### src/rtl/pds_pkg.sv
// Types, codes and constants of the presence distance smoother.
package pds_pkg;

    localparam int RING_DEPTH  = 3;
    localparam int DIST_W      = 16;
    localparam int DIV_W       = 19;
    localparam int RECIP_SHIFT = 20;
    localparam int RECIP_W     = RECIP_SHIFT + 1;
    localparam int PROD_W      = DIV_W + RECIP_W;

    typedef struct packed {
        logic              action;
        logic              target_present;
        logic [DIST_W-1:0] sample_distance_mm;
        logic [DIST_W-1:0] detect_distance_mm;
    } pds_in_t;

    typedef struct packed {
        logic [DIST_W-1:0] display_mm;
        logic [DIST_W-1:0] stable_mm;
        logic [DIST_W-1:0] average_mm;
        logic [2:0]        trend_code;
    } pds_out_t;

    localparam logic ACT_FRAME = 1'b0;
    localparam logic ACT_TICK  = 1'b1;

    localparam logic [2:0] TREND_NONE     = 3'd0;
    localparam logic [2:0] TREND_UNKNOWN  = 3'd1;
    localparam logic [2:0] TREND_APPROACH = 3'd2;
    localparam logic [2:0] TREND_LEAVE    = 3'd3;
    localparam logic [2:0] TREND_STABLE   = 3'd4;

    localparam logic [1:0] CFG_TREND_THRESHOLD   = 2'd0;
    localparam logic [1:0] CFG_FAR_JUMP_CONFIRM  = 2'd1;
    localparam logic [1:0] CFG_LOCK_AFTER_STABLE = 2'd2;

    localparam logic [9:0] RST_TREND_THRESHOLD   = 10'd120;
    localparam logic [3:0] RST_FAR_JUMP_CONFIRM  = 4'd4;
    localparam logic [4:0] RST_LOCK_AFTER_STABLE = 5'd6;

    localparam logic [DIST_W-1:0] JUMP_MIN_MM     = 16'd120;
    localparam logic [DIST_W-1:0] JUMP_GAP_MM     = 16'd40;
    localparam logic [DIST_W-1:0] LOCK_HOLD_MM    = 16'd60;
    localparam logic [DIST_W-1:0] LOCK_DRIFT_MM   = 16'd140;
    localparam logic [DIST_W-1:0] BLEND_FINE_MM   = 16'd100;
    localparam logic [DIST_W-1:0] BLEND_COARSE_MM = 16'd180;
    localparam logic [DIST_W-1:0] SLEW_WIDE_MM    = 16'd500;
    localparam logic [DIST_W-1:0] SLEW_UP_WIDE    = 16'd380;
    localparam logic [DIST_W-1:0] SLEW_UP_NARROW  = 16'd240;
    localparam logic [DIST_W-1:0] SLEW_DN_WIDE    = 16'd260;
    localparam logic [DIST_W-1:0] SLEW_DN_NARROW  = 16'd180;
    localparam logic [4:0]        STABLE_MAX      = 5'd20;
    localparam logic [1:0]        DRIFT_CONFIRM   = 2'd3;

    localparam logic [2:0] DIV_BY_FIVE = 3'd5;
    localparam logic [2:0] DIV_BY_SIX  = 3'd6;

    localparam logic [RECIP_W-1:0] RECIP_BY_1 = RECIP_W'(1 << RECIP_SHIFT);
    localparam logic [RECIP_W-1:0] RECIP_BY_2 = RECIP_W'((1 << RECIP_SHIFT) / 2);
    localparam logic [RECIP_W-1:0] RECIP_BY_3 = RECIP_W'((1 << RECIP_SHIFT) / 3);
    localparam logic [RECIP_W-1:0] RECIP_BY_5 = RECIP_W'((1 << RECIP_SHIFT) / 5);
    localparam logic [RECIP_W-1:0] RECIP_BY_6 = RECIP_W'((1 << RECIP_SHIFT) / 6);

    // Truncated reciprocal; the quotient estimate is low by at most one.
    function automatic logic [RECIP_W-1:0] recip_of(input logic [2:0] d);
        logic [RECIP_W-1:0] r;
        case (d)
            3'd2:    r = RECIP_BY_2;
            3'd3:    r = RECIP_BY_3;
            3'd5:    r = RECIP_BY_5;
            3'd6:    r = RECIP_BY_6;
            default: r = RECIP_BY_1;
        endcase
        return r;
    endfunction

    // Product of a quotient and one of the small divisors, by shift and add.
    function automatic logic [DIV_W-1:0] times_small(input logic [DIV_W-1:0] q,
                                                     input logic [2:0] d);
        logic [DIV_W-1:0] p;
        case (d)
            3'd2:    p = q << 1;
            3'd3:    p = (q << 1) + q;
            3'd5:    p = (q << 2) + q;
            3'd6:    p = (q << 2) + (q << 1);
            default: p = q;
        endcase
        return p;
    endfunction

endpackage

### src/rtl/presence_distance_smoother.sv
// Presence distance smoother: sample ring, trend, far-jump rejection and display smoothing.
//
//   channel | ports                                   | moves
//   --------+-----------------------------------------+---------------------------------
//   input   | s_valid s_ready s_data                  | frame or tick item
//   result  | m_valid m_ready m_data                  | one result per tick
//   config  | cfg_valid cfg_ready cfg_index cfg_data  | register write, ready out of reset
//
// A frame is taken in the idle state. A tick with no target goes straight to the
// finish state; a tick with a target steps through the sequencer states and the
// shared divide-by-constant unit (multiply, then correction; used once or twice).
// s_ready is low while a tick is in work; a finished result waits in the output
// register and the block idles again once it is loaded. Reset is synchronous and
// clears all filter state and the registers to their defaults.
module presence_distance_smoother (
    input  logic                aclk,
    input  logic                aresetn,
    input  logic                s_valid,
    output logic                s_ready,
    input  pds_pkg::pds_in_t    s_data,
    output logic                m_valid,
    input  logic                m_ready,
    output pds_pkg::pds_out_t   m_data,
    input  logic                cfg_valid,
    output logic                cfg_ready,
    input  logic [1:0]          cfg_index,
    input  logic [9:0]          cfg_data
);

    localparam int DW = pds_pkg::DIST_W;
    localparam int XW = pds_pkg::DIV_W;

    localparam logic [3:0] ST_IDLE   = 4'd0;
    localparam logic [3:0] ST_SUM    = 4'd1;
    localparam logic [3:0] ST_DMUL   = 4'd2;
    localparam logic [3:0] ST_DCOR   = 4'd3;
    localparam logic [3:0] ST_TREND  = 4'd4;
    localparam logic [3:0] ST_REJECT = 4'd5;
    localparam logic [3:0] ST_SM1    = 4'd6;
    localparam logic [3:0] ST_SM2    = 4'd7;
    localparam logic [3:0] ST_FINISH = 4'd8;

    localparam logic [1:0] DST_MEAN  = 2'd0;
    localparam logic [1:0] DST_LOCK  = 2'd1;
    localparam logic [1:0] DST_SHOWN = 2'd2;

    // control and filter state
    logic [3:0]    state_reg, state_next;
    logic [DW-1:0] ring_reg [pds_pkg::RING_DEPTH];
    logic [DW-1:0] ring_next [pds_pkg::RING_DEPTH];
    logic [1:0]    wr_idx_reg, wr_idx_next;
    logic [1:0]    fill_reg, fill_next;
    logic [DW-1:0] prev_mean_reg, prev_mean_next;
    logic [DW-1:0] shown_reg, shown_next;
    logic [DW-1:0] pend_mm_reg, pend_mm_next;
    logic [3:0]    pend_ticks_reg, pend_ticks_next;
    logic [4:0]    stab_ticks_reg, stab_ticks_next;
    logic [DW-1:0] lock_reg, lock_next;
    logic [1:0]    drift_reg, drift_next;
    logic [9:0]    thresh_reg, thresh_next;
    logic [3:0]    confirm_reg, confirm_next;
    logic [4:0]    lock_after_reg, lock_after_next;
    logic          m_valid_reg, m_valid_next;

    // payload and working registers
    pds_pkg::pds_in_t  in_reg, in_next;
    pds_pkg::pds_out_t m_data_reg, m_data_next;
    logic [XW-1:0]     div_x_reg, div_x_next;
    logic [2:0]        div_d_reg, div_d_next;
    logic [1:0]        div_dst_reg, div_dst_next;
    logic [pds_pkg::PROD_W-1:0] prod_reg, prod_next;
    logic [DW-1:0]     med_reg, med_next;
    logic [DW-1:0]     mean_reg, mean_next;
    logic [DW-1:0]     stable_reg, stable_next;
    logic [2:0]        trend_reg, trend_next;

    // ring sum and median
    logic [XW-1:0] ring_sum;
    logic [DW:0]   pair_sum;
    logic [DW-1:0] med_lo, med_hi, med_mid, med_calc;
    logic [1:0]    wr_idx_eff;

    assign ring_sum = ((fill_reg != 2'd0) ? XW'(ring_reg[0]) : '0)
                    + ((fill_reg >= 2'd2) ? XW'(ring_reg[1]) : '0)
                    + ((fill_reg == 2'd3) ? XW'(ring_reg[2]) : '0);
    assign pair_sum = {1'b0, ring_reg[0]} + {1'b0, ring_reg[1]};
    assign med_lo   = (ring_reg[1] < ring_reg[0]) ? ring_reg[1] : ring_reg[0];
    assign med_hi   = (ring_reg[1] < ring_reg[0]) ? ring_reg[0] : ring_reg[1];
    assign med_mid  = (ring_reg[2] < med_hi) ? ring_reg[2] : med_hi;
    assign wr_idx_eff = (wr_idx_reg == 2'd3) ? 2'd0 : wr_idx_reg;

    always_comb begin
        case (fill_reg)
            2'd0:    med_calc = '0;
            2'd1:    med_calc = ring_reg[0];
            2'd2:    med_calc = pair_sum[DW:1];
            default: med_calc = (med_mid < med_lo) ? med_lo : med_mid;
        endcase
    end

    // shared divide-by-constant unit: estimate, then one correction
    logic [XW-1:0] quot_est, quot_prod, quot_rem, quot;

    assign quot_est  = prod_reg[pds_pkg::RECIP_SHIFT +: XW];
    assign quot_prod = pds_pkg::times_small(quot_est, div_d_reg);
    assign quot_rem  = div_x_reg - quot_prod;
    assign quot      = (quot_rem >= XW'(div_d_reg)) ? quot_est + XW'(1) : quot_est;

    // trend of the mean
    logic signed [DW+1:0] mean_diff, thresh_s;
    logic [2:0]           trend_calc;

    assign mean_diff = $signed({2'b00, mean_reg}) - $signed({2'b00, prev_mean_reg});
    assign thresh_s  = $signed({8'b0, thresh_reg});

    always_comb begin
        if (prev_mean_reg == '0 || mean_reg == '0) begin
            trend_calc = pds_pkg::TREND_UNKNOWN;
        end else if (mean_diff <= -thresh_s) begin
            trend_calc = pds_pkg::TREND_APPROACH;
        end else if (mean_diff >= thresh_s) begin
            trend_calc = pds_pkg::TREND_LEAVE;
        end else begin
            trend_calc = pds_pkg::TREND_STABLE;
        end
    end

    // far-jump rejection terms
    logic                 trusted;
    logic signed [DW+1:0] jump_d;
    logic [DW-1:0]        jump_gap;
    logic [3:0]           pend_ticks_inc;

    assign trusted  = (in_reg.detect_distance_mm != '0)
                   && (med_reg == in_reg.detect_distance_mm);
    assign jump_d   = $signed({2'b00, med_reg}) - $signed({2'b00, shown_reg});
    assign jump_gap = (pend_mm_reg > med_reg) ? pend_mm_reg - med_reg : med_reg - pend_mm_reg;
    assign pend_ticks_inc = pend_ticks_reg + 4'd1;

    // display smoothing terms
    logic signed [DW+1:0] sm_d, lk_d, slew_lim, slew_step;
    logic [DW:0]          sm_ad, lk_ad;
    logic [DW-1:0]        lock_eff, slew_shown;
    logic [1:0]           drift_inc;
    logic [XW-1:0]        lock_x6, lock_x5, blend_x6, blend_x5;

    assign sm_d     = $signed({2'b00, stable_reg}) - $signed({2'b00, shown_reg});
    assign sm_ad    = (sm_d < 0) ? (DW+1)'(-sm_d) : (DW+1)'(sm_d);
    assign lock_eff = (lock_reg == '0) ? shown_reg : lock_reg;
    assign lk_d     = $signed({2'b00, stable_reg}) - $signed({2'b00, lock_eff});
    assign lk_ad    = (lk_d < 0) ? (DW+1)'(-lk_d) : (DW+1)'(lk_d);
    assign drift_inc = drift_reg + 2'd1;

    assign lock_x6  = XW'({lock_eff, 2'b00}) + XW'(lock_eff) + XW'(stable_reg);
    assign lock_x5  = XW'({lock_eff, 1'b0}) + XW'(lock_eff) + XW'({stable_reg, 1'b0});
    assign blend_x6 = XW'({shown_reg, 2'b00}) + XW'(shown_reg) + XW'(stable_reg);
    assign blend_x5 = XW'({shown_reg, 2'b00}) + XW'(stable_reg);

    always_comb begin
        if (sm_d > 0) begin
            slew_lim = (sm_ad > (DW+1)'(pds_pkg::SLEW_WIDE_MM))
                     ? $signed({2'b00, pds_pkg::SLEW_UP_WIDE})
                     : $signed({2'b00, pds_pkg::SLEW_UP_NARROW});
        end else begin
            slew_lim = (sm_ad > (DW+1)'(pds_pkg::SLEW_WIDE_MM))
                     ? $signed({2'b00, pds_pkg::SLEW_DN_WIDE})
                     : $signed({2'b00, pds_pkg::SLEW_DN_NARROW});
        end
        if (sm_d > slew_lim) begin
            slew_step = slew_lim;
        end else if (sm_d < -slew_lim) begin
            slew_step = -slew_lim;
        end else begin
            slew_step = sm_d;
        end
    end

    assign slew_shown = DW'($signed({2'b00, shown_reg}) + slew_step);

    // sequencer
    always_comb begin
        state_next      = state_reg;
        ring_next       = ring_reg;
        wr_idx_next     = wr_idx_reg;
        fill_next       = fill_reg;
        prev_mean_next  = prev_mean_reg;
        shown_next      = shown_reg;
        pend_mm_next    = pend_mm_reg;
        pend_ticks_next = pend_ticks_reg;
        stab_ticks_next = stab_ticks_reg;
        lock_next       = lock_reg;
        drift_next      = drift_reg;
        thresh_next     = thresh_reg;
        confirm_next    = confirm_reg;
        lock_after_next = lock_after_reg;
        m_valid_next    = m_valid_reg && !m_ready;
        in_next         = in_reg;
        m_data_next     = m_data_reg;
        div_x_next      = div_x_reg;
        div_d_next      = div_d_reg;
        div_dst_next    = div_dst_reg;
        prod_next       = prod_reg;
        med_next        = med_reg;
        mean_next       = mean_reg;
        stable_next     = stable_reg;
        trend_next      = trend_reg;

        if (cfg_valid && cfg_ready) begin
            case (cfg_index)
                pds_pkg::CFG_TREND_THRESHOLD:   thresh_next     = cfg_data;
                pds_pkg::CFG_FAR_JUMP_CONFIRM:  confirm_next    = cfg_data[3:0];
                pds_pkg::CFG_LOCK_AFTER_STABLE: lock_after_next = cfg_data[4:0];
                default: ;
            endcase
        end

        case (state_reg)
            ST_IDLE: begin
                if (s_valid) begin
                    in_next = s_data;
                    if (s_data.action == pds_pkg::ACT_FRAME) begin
                        if (s_data.target_present && s_data.sample_distance_mm != '0) begin
                            ring_next[wr_idx_eff] = s_data.sample_distance_mm;
                            wr_idx_next = (wr_idx_eff == 2'd2) ? 2'd0 : wr_idx_eff + 2'd1;
                            if (fill_reg != 2'd3) begin
                                fill_next = fill_reg + 2'd1;
                            end
                        end else begin
                            // drop all filter state
                            for (int i = 0; i < pds_pkg::RING_DEPTH; i++) begin
                                ring_next[i] = '0;
                            end
                            wr_idx_next     = '0;
                            fill_next       = '0;
                            prev_mean_next  = '0;
                            shown_next      = '0;
                            pend_mm_next    = '0;
                            pend_ticks_next = '0;
                            stab_ticks_next = '0;
                            lock_next       = '0;
                            drift_next      = '0;
                        end
                    end else if (!s_data.target_present) begin
                        shown_next      = '0;
                        stab_ticks_next = '0;
                        lock_next       = '0;
                        drift_next      = '0;
                        stable_next     = '0;
                        mean_next       = '0;
                        trend_next      = pds_pkg::TREND_NONE;
                        state_next      = ST_FINISH;
                    end else begin
                        state_next = ST_SUM;
                    end
                end
            end
            ST_SUM: begin
                div_x_next   = ring_sum;
                div_d_next   = (fill_reg == 2'd0) ? 3'd1 : {1'b0, fill_reg};
                div_dst_next = DST_MEAN;
                med_next     = med_calc;
                state_next   = ST_DMUL;
            end
            ST_DMUL: begin
                prod_next  = div_x_reg * pds_pkg::recip_of(div_d_reg);
                state_next = ST_DCOR;
            end
            ST_DCOR: begin
                case (div_dst_reg)
                    DST_MEAN: begin
                        mean_next  = quot[DW-1:0];
                        state_next = ST_TREND;
                    end
                    DST_LOCK: begin
                        lock_next  = quot[DW-1:0];
                        shown_next = quot[DW-1:0];
                        state_next = ST_FINISH;
                    end
                    default: begin
                        shown_next = quot[DW-1:0];
                        state_next = ST_FINISH;
                    end
                endcase
            end
            ST_TREND: begin
                trend_next     = trend_calc;
                prev_mean_next = mean_reg;
                state_next     = ST_REJECT;
            end
            ST_REJECT: begin
                state_next = ST_SM1;
                if (med_reg == '0 || shown_reg == '0 || trusted
                        || jump_d <= $signed({2'b00, pds_pkg::JUMP_MIN_MM})
                        || trend_reg != pds_pkg::TREND_STABLE) begin
                    pend_mm_next    = '0;
                    pend_ticks_next = '0;
                    stable_next     = med_reg;
                end else if (pend_mm_reg == '0 || jump_gap > pds_pkg::JUMP_GAP_MM) begin
                    // start confirming a new far jump
                    pend_mm_next    = med_reg;
                    pend_ticks_next = 4'd1;
                    stable_next     = shown_reg;
                end else if (pend_ticks_inc < confirm_reg) begin
                    pend_ticks_next = pend_ticks_inc;
                    stable_next     = shown_reg;
                end else begin
                    pend_mm_next    = '0;
                    pend_ticks_next = '0;
                    stable_next     = med_reg;
                end
            end
            ST_SM1: begin
                if (stable_reg == '0) begin
                    shown_next      = '0;
                    stab_ticks_next = '0;
                    lock_next       = '0;
                    drift_next      = '0;
                    state_next      = ST_FINISH;
                end else if (shown_reg == '0) begin
                    shown_next      = stable_reg;
                    stab_ticks_next = '0;
                    lock_next       = stable_reg;
                    drift_next      = '0;
                    state_next      = ST_FINISH;
                end else begin
                    if (trend_reg == pds_pkg::TREND_STABLE) begin
                        if (stab_ticks_reg < pds_pkg::STABLE_MAX) begin
                            stab_ticks_next = stab_ticks_reg + 5'd1;
                        end
                    end else begin
                        stab_ticks_next = '0;
                        lock_next       = shown_reg;
                        drift_next      = '0;
                    end
                    state_next = ST_SM2;
                end
            end
            ST_SM2: begin
                if (stab_ticks_reg >= lock_after_reg) begin
                    lock_next = lock_eff;
                    if (lk_ad <= (DW+1)'(pds_pkg::LOCK_HOLD_MM)) begin
                        drift_next = '0;
                        shown_next = lock_eff;
                        state_next = ST_FINISH;
                    end else if (lk_ad <= (DW+1)'(pds_pkg::LOCK_DRIFT_MM)) begin
                        if (drift_inc == pds_pkg::DRIFT_CONFIRM) begin
                            drift_next   = '0;
                            div_x_next   = lock_x6;
                            div_d_next   = pds_pkg::DIV_BY_SIX;
                            div_dst_next = DST_LOCK;
                            state_next   = ST_DMUL;
                        end else begin
                            drift_next = drift_inc;
                            shown_next = lock_eff;
                            state_next = ST_FINISH;
                        end
                    end else begin
                        drift_next   = '0;
                        div_x_next   = lock_x5;
                        div_d_next   = pds_pkg::DIV_BY_FIVE;
                        div_dst_next = DST_LOCK;
                        state_next   = ST_DMUL;
                    end
                end else begin
                    lock_next  = shown_reg;
                    drift_next = '0;
                    if (sm_ad <= (DW+1)'(pds_pkg::BLEND_FINE_MM)) begin
                        div_x_next   = blend_x6;
                        div_d_next   = pds_pkg::DIV_BY_SIX;
                        div_dst_next = DST_SHOWN;
                        state_next   = ST_DMUL;
                    end else if (sm_ad <= (DW+1)'(pds_pkg::BLEND_COARSE_MM)) begin
                        div_x_next   = blend_x5;
                        div_d_next   = pds_pkg::DIV_BY_FIVE;
                        div_dst_next = DST_SHOWN;
                        state_next   = ST_DMUL;
                    end else begin
                        shown_next = slew_shown;
                        state_next = ST_FINISH;
                    end
                end
            end
            ST_FINISH: begin
                // hold until the output register is free
                if (!m_valid_reg || m_ready) begin
                    m_valid_next            = 1'b1;
                    m_data_next.display_mm  = shown_reg;
                    m_data_next.stable_mm   = stable_reg;
                    m_data_next.average_mm  = mean_reg;
                    m_data_next.trend_code  = trend_reg;
                    state_next              = ST_IDLE;
                end
            end
            default: begin
                state_next = ST_IDLE;
            end
        endcase
    end

    always_ff @(posedge aclk) begin
        if (!aresetn) begin
            state_reg      <= ST_IDLE;
            for (int i = 0; i < pds_pkg::RING_DEPTH; i++) begin
                ring_reg[i] <= '0;
            end
            wr_idx_reg     <= '0;
            fill_reg       <= '0;
            prev_mean_reg  <= '0;
            shown_reg      <= '0;
            pend_mm_reg    <= '0;
            pend_ticks_reg <= '0;
            stab_ticks_reg <= '0;
            lock_reg       <= '0;
            drift_reg      <= '0;
            thresh_reg     <= pds_pkg::RST_TREND_THRESHOLD;
            confirm_reg    <= pds_pkg::RST_FAR_JUMP_CONFIRM;
            lock_after_reg <= pds_pkg::RST_LOCK_AFTER_STABLE;
            m_valid_reg    <= 1'b0;
        end else begin
            state_reg      <= state_next;
            ring_reg       <= ring_next;
            wr_idx_reg     <= wr_idx_next;
            fill_reg       <= fill_next;
            prev_mean_reg  <= prev_mean_next;
            shown_reg      <= shown_next;
            pend_mm_reg    <= pend_mm_next;
            pend_ticks_reg <= pend_ticks_next;
            stab_ticks_reg <= stab_ticks_next;
            lock_reg       <= lock_next;
            drift_reg      <= drift_next;
            thresh_reg     <= thresh_next;
            confirm_reg    <= confirm_next;
            lock_after_reg <= lock_after_next;
            m_valid_reg    <= m_valid_next;
        end
    end

    always_ff @(posedge aclk) begin
        in_reg      <= in_next;
        m_data_reg  <= m_data_next;
        div_x_reg   <= div_x_next;
        div_d_reg   <= div_d_next;
        div_dst_reg <= div_dst_next;
        prod_reg    <= prod_next;
        med_reg     <= med_next;
        mean_reg    <= mean_next;
        stable_reg  <= stable_next;
        trend_reg   <= trend_next;
    end

    assign s_ready   = (state_reg == ST_IDLE) && aresetn;
    assign cfg_ready = aresetn;
    assign m_valid   = m_valid_reg;
    assign m_data    = m_data_reg;

endmodule

### config.mk
export PLATFORM = sky130hd
export DESIGN_NAME = presence_distance_smoother
export DESIGN_NICKNAME = d
export VERILOG_FILES = /design/src/rtl/pds_pkg.sv /design/src/rtl/presence_distance_smoother.sv
export SDC_FILE = /design/constraint.sdc
export NUM_CORES = 2
export LEC_CHECK = 0
export ABC_CLOCK_PERIOD_IN_PS = 20000
export BUFFER_PORTS_ARGS = -buffer_cell sky130_fd_sc_hd__buf_2
export CAP_MARGIN = 20
export CELL_PAD_IN_SITES_DETAIL_PLACEMENT = 0
export CELL_PAD_IN_SITES_GLOBAL_PLACEMENT = 2
export CORE_MARGIN = 2
export CORE_UTILIZATION = 28
export CTS_CLUSTER_DIAMETER = 80
export DETAILED_ROUTE_END_ITERATION = 10
export HOLD_SLACK_MARGIN = 0.15
export PLACE_DENSITY_LB_ADDON = 0.1
export SLEW_MARGIN = 20
export SYNTH_ARGS = -nofsm -noshare
export SYNTH_HDL_FRONTEND = slang
export SYNTH_SLANG_ARGS = --single-unit
### constraint.sdc
create_clock -name aclk -period 20 [get_ports aclk]
set_input_delay 3 -clock aclk [delete_from_list [all_inputs] [get_ports aclk]]
set_output_delay 3 -clock aclk [all_outputs]
set_load 0.02 [all_outputs]
* Word-level counts from Yosys, hierarchy flattened *
Index checks and enable logic that the tools add are counted.

storage, ports and cells
  bits in registers = 332
  word-level logic and storage cells = 330

operators by class
  muxes and demuxes = 138
  equality and inequality tests = 48
  $mul = 1
  bitwise operators = 2
  reductions and logical operators = 55
  order comparisons = 25
  add/sub/neg operators = 31

operator list
  operator             number
  $mux 16              42
  $pmux 16 s2          4
  $pmux 16 s4          2
  $mux 19              6
  $logic_not 16->1     7
  $pmux 21 s4          1
  $mux 4               19
  $pmux 19 s4          1
  $sub 16x16->17       4
  $add 18x16->19       3
  $add 19x19->19       3
  $le 17x8->1 const B  3
  $bwmux 48            1
  $lt 16x16->1         3
  $mux 48              1
  $pmux 16 s3          1
  $mux 2               23
  $mux 5               8
  $mul 19x21->39       1
  $add 19x16->19       2
  $pmux 19 s2          1
  $add 17x16->18       2
  $mux 3               12
  $pmux 4 s9           1
  71 further kinds     149

* Logic depth before layout (Yosys ltp) *
  depth after elaboration = 15
  gate-level depth with buffers = 45
  depth with buffers taken out = 43

* Worst setup path before layout *
No wires, ideal clock.

  path type = register -> register
  start = reg stable_reg[0]
  end = reg shown_reg[15]
  path slack = 11761 ps
  path buffers = 1
  stages on the path, launching flop included = 43
  arrival = 8106 ps
  path through = edfxtp_1 inv_1 ha_1 fa_1 ha_1 inv_1 or3_1 mux2i_4 o211ai_4 nor2_2 nand4_1 nor2b_1 a21oi_1 o31ai_4 and3_1 clkbuf_1 ha_1 inv_1 (+7 left out) nor2_1 nor2_1 o31ai_1 a31oi_1 nor2_1 mux2i_1 ha_1 a21o_1 a21oi_1 o21ai_0 a41oi_1 a2111oi_0 o21a_1 nor2_1 o21ai_0 o31ai_1 nor4_1 o32ai_1

between the ends
  longest elaborated chain between the ends = 15

ends and longest elaborated chain
  what                                        RTL line                                                              RTL
  start, declared                             presence_distance_smoother.sv:74                                      logic [DW-1:0] stable_reg, stable_next;
  start signal, assigned                      presence_distance_smoother.sv:447                                     stable_reg <= stable_next;
  $sub 16x16->17                              presence_distance_smoother.sv:147                                     assign sm_d = $signed({2'b00, stable_reg}) - $signed({2'b00, shown_reg});
  $neg 17->17 or $lt 17x1->1 (tied branches)  presence_distance_smoother.sv:148                                     assign sm_ad = (sm_d < 0) ? (DW+1)'(-sm_d) : (DW+1)'(sm_d);
  $mux 17                                     presence_distance_smoother.sv:148
  $gt 17x9->1                                 presence_distance_smoother.sv:161, presence_distance_smoother.sv:165
  $mux 9, on equally long branches            presence_distance_smoother.sv:162, presence_distance_smoother.sv:166
  $mux 9                                      presence_distance_smoother.sv:160                                     if (sm_d > 0) begin
  $neg 9->18                                  presence_distance_smoother.sv:172                                     slew_step = -slew_lim;
  $lt 17x18->1                                presence_distance_smoother.sv:171                                     end else if (sm_d < -slew_lim) begin
  $mux 16                                     presence_distance_smoother.sv:171
  $mux 16                                     presence_distance_smoother.sv:169                                     if (sm_d > slew_lim) begin
  $add 16x16->16                              presence_distance_smoother.sv:178                                     assign slew_shown = DW'($signed({2'b00, shown_reg}) + slew_step);
  $mux 16                                     presence_distance_smoother.sv:372                                     end else if (sm_ad <= (DW+1)'(pds_pkg::BLEND_COARSE_MM)) begin
  $mux 16                                     presence_distance_smoother.sv:367                                     if (sm_ad <= (DW+1)'(pds_pkg::BLEND_FINE_MM)) begin
  $mux 16                                     presence_distance_smoother.sv:339                                     if (stab_ticks_reg >= lock_after_reg) begin
  $pmux 16 s4                                 presence_distance_smoother.sv:217                                     case (state_reg)
  end signal, assigned                        presence_distance_smoother.sv:425                                     shown_reg <= shown_next;
  end, declared                               presence_distance_smoother.sv:54                                      logic [DW-1:0] shown_reg, shown_next;

Several ways; a longest one is shown, not always the timed one. The select of a mux whose other input is x is not followed.
A chain may end at the register's enable or synchronous reset.

* Worst setup path in the final report *
Ends and elaborated chain as after synthesis.

==> results.yml <==
run_status:
  status: "finished clean"
worst_setup_path:
  r2r_cells: 42
  arrival_ns: 10.81
  worstReg2RegStart: "stable_reg[0]$_SDFFCE_PN0P_"
  crit_fanout: 16
  worstPathRequired_ns: 20.47
  cp_slowest_cell: "edfxtp_1"
  crit_end: "shown_reg[15]$_SDFFE_PN0P_"
  crit_type: "flop to flop"
  rrSetupSlack_ns: 9.66
  startpoint_type: "flop"
  r2r_end: "shown_reg[15]$_SDFFE_PN0P_"
  cp-end-kind: "flop"
  cp-startpoint: "stable_reg[0]$_SDFFCE_PN0P_"
  critPathMaxStageDelay_ns: 0.63
  crit_top_cell: "ha_1"
yosys:
  syn_nets: 5587
  avgSynthCellArea_um2: 8.526
  synth_area_um2: 40740
  ys.flop_type: "edfxtp_1"
  synth_edf_count: 161
  seq_area_frac_synth_pct: 19.29
  synth-seq-cells: 312
  synthArstFlopShare_pct: 0
  synth_cells: 4778
  yosys_warnings: 0
  yosysUniqueCellTypes: 121
sta:
  slew_viol_final: 0
  timing.fmax_ghz: 0.09670
  worst_slack_ns: 9.659
  hold_viol: 0
  worst_pin_slew_ns: 1.094
  min_period_over_period_pct: 51.71
  fin_crit_ns: 10.34
  rsz0062_at_grt: "false"
  timing.slew.headroom_pct: 27.07
  clock-skew-final_ns: 0.04050
  holdWs_ns: 0.4470
  setup_viol: 0
  tns_ns: 0
die:
  initial_utilization_pct: 28.29
  dieWidth_um: 385.4
  rows: 139
  io_pins: 105
  core-area_um2: 144000
  dieArea_um2: 148600
  die_y_um: 385.4
clock_tree:
  clk_latency_ns: 0.64
  ctsHoldBuffers: 0
  cts.root.buffer_cell: "clkbuf_16"
  htreeDepth: 2
  clk_path_buf_depth: 3
  clock-sinks: 312
  tritoncts: "built"
  cts_inserted_buffers: 47
  post_cts_buffers: 0
  clkTransAtPathRegs_ns: 0.06
  cts_resized: 0
route:
  vias: 35936
  wl_per_cell_um: 24.72
  postRouteAntennaNets: 0
  firstDrtPassIters: 7
  drcViolationCount: 0
  vias_per_cell: 5.296
  wl_mm: 167.7
  drtIter0Drc: 2720
placement:
  detailedPlace.worstSlack_ns: 9.822
  hpwl_mm: 131.9
  io_buffers: 104
  globalplace.congestion: 0.8427
  place_area_um2: 43650
  post-place-cells: 6695
layout:
  fin_area_um2: 45300
  final_nets: 5652
  seq_area_um2: 7858
  largest_reg_flops: 51
  multi_input_area_um2: 30130
  drive_above_1_share_pct: 8.134
  final_cells: 6786
  synthToLayoutAreaGrowth_pct: 11.19
  nFillCells: 15470
grt:
  track_usage_pct: 22.21
  grt_pass1_vias: 35693
  grt_pass1_wl_mm: 245.7
  antenna_found_initial: 11
  grt_start_max_net_pins: 72
  globalRouteOverflowTotal: 0
worst_hold_path:
  min_path_type: "flop to flop"
power_and_ir_drop:
  ir_drop_mv: 0.05537
  powerDensity_nw_per_um2: 60.78
  p_leak_nw: 19.92
flow_run:
  cap_violations: 0
==> layer usage <==
layer | wire, um | vias to the layer above | track usage [%]
met4 | 3118 | 0 | 4.006
met1 | 82990 | 17777 | 32.64
met3 | 7220 | 142 | 2.768
met5 | 0 | - | 0
met2 | 74410 | 753 | 34.86
li1 | - | 17264 | -
==> per-stage QoR <==
step	util, %	total power [mW]
after floorplan	-	1.551
after global placement	30.31	1.884
after detailed placement	30.31	1.874
after CTS	31.44	2.794
after global routing	31.45	2.944
final	31.45	2.753
==> final cells by class <==
cell class	count	share of cell area, %
antenna	2	0.01105
clock buffer	51	2.652
inverter	553	4.591
multi-input combinational	3732	66.52
clock inverter	36	0.9337
sequential	312	17.35
timing repair buffer	197	2.690
tap	1903	5.257
==> where the power goes <==
part	total, mW	leakage, nW	switching [mW]	internal [mW]
Combinational	1.10	16.4	0.672	0.426
Clock	0.896	0.791	0.375	0.521
Sequential	0.758	2.74	0.0460	0.712
==> critical path: cells and delay by family (launching register included) <==
| family | cells | cell delay [ns] |
|---|---|---|
| buffers and inverters | 4 | 0.59 |
| multiplexers | 2 | 0.50 |
| flip-flops | 1 | 0.63 |
| AND/OR/NAND/NOR | 11 | 2.42 |
| AO/OA/AOI/OAI | 19 | 3.90 |
| adder cells (fa/ha/maj) | 6 | 2.10 |
==> synth_stat cells (136+ instances only) <==
cell      instances  area [um^2]
edfxtp_1        161         4835
ha_1            492         6156
fa_1            266         5325
nand3_1         136        680.7
inv_1           545         2046
xnor2_1         147         1287
nand2_1         372         1396
dfxtp_1         151         3023
clkbuf_1        147        551.8
o21ai_0         192        960.9
a21oi_1         323         1617
nor2_1          282         1059
==> cell families after synthesis <==
| kind of cell | Yosys count | synth area share, % |
|---|---|---|
| compound gates | 1246 | 20.89 |
| flops | 312 | 19.29 |
| mux | 87 | 2.193 |
| xor+xnor | 228 | 5.019 |
| buf+inv | 734 | 6.895 |
| fa+ha+maj | 758 | 28.18 |
| simple gates | 1413 | 17.53 |
==> how the worst min path moves through the flow <==
stage / depth (start not counted) / start / end
after floorplan: 0 / trend_reg[2]$_SDFFCE_PP0P_ / m_data[2]$_DFFE_PP_
after global placement: 0 / trend_reg[2]$_SDFFCE_PP0P_ / m_data[2]$_DFFE_PP_
after detailed placement: 0 / trend_reg[2]$_SDFFCE_PP0P_ / m_data[2]$_DFFE_PP_
after CTS: 0 / trend_reg[2]$_SDFFCE_PP0P_ / m_data[2]$_DFFE_PP_
after global routing: 0 / trend_reg[1]$_SDFFCE_PP0P_ / m_data[1]$_DFFE_PP_
final: 0 / trend_reg[2]$_SDFFCE_PP0P_ / m_data[2]$_DFFE_PP_
==> cell usage in the layout, fill, tap and decap left out, types with 47 or more instances in the layout <==
cell type	synthesis	layout
nor2_1	282	280
a21o_1	105	105
buf_2	23	104
nand4_1	47	47
nand2_1	372	372
nor4_1	61	61
and3_1	52	52
ha_1	492	492
buf_4	4	93
a22oi_1	68	68
nand3_1	136	136
inv_1	545	545
fa_1	266	266
o21a_1	54	54
clkbuf_16	0	47
edfxtp_1	161	161
o211ai_1	54	54
nor3_1	92	89
nand2b_1	77	77
mux2i_1	78	78
xnor2_1	147	147
a21oi_1	323	321
nor2b_1	50	49
and2_1	94	92
o21ai_0	192	192
xor2_1	77	77
dfxtp_1	151	151
Power figures use the tool's default switching activity.
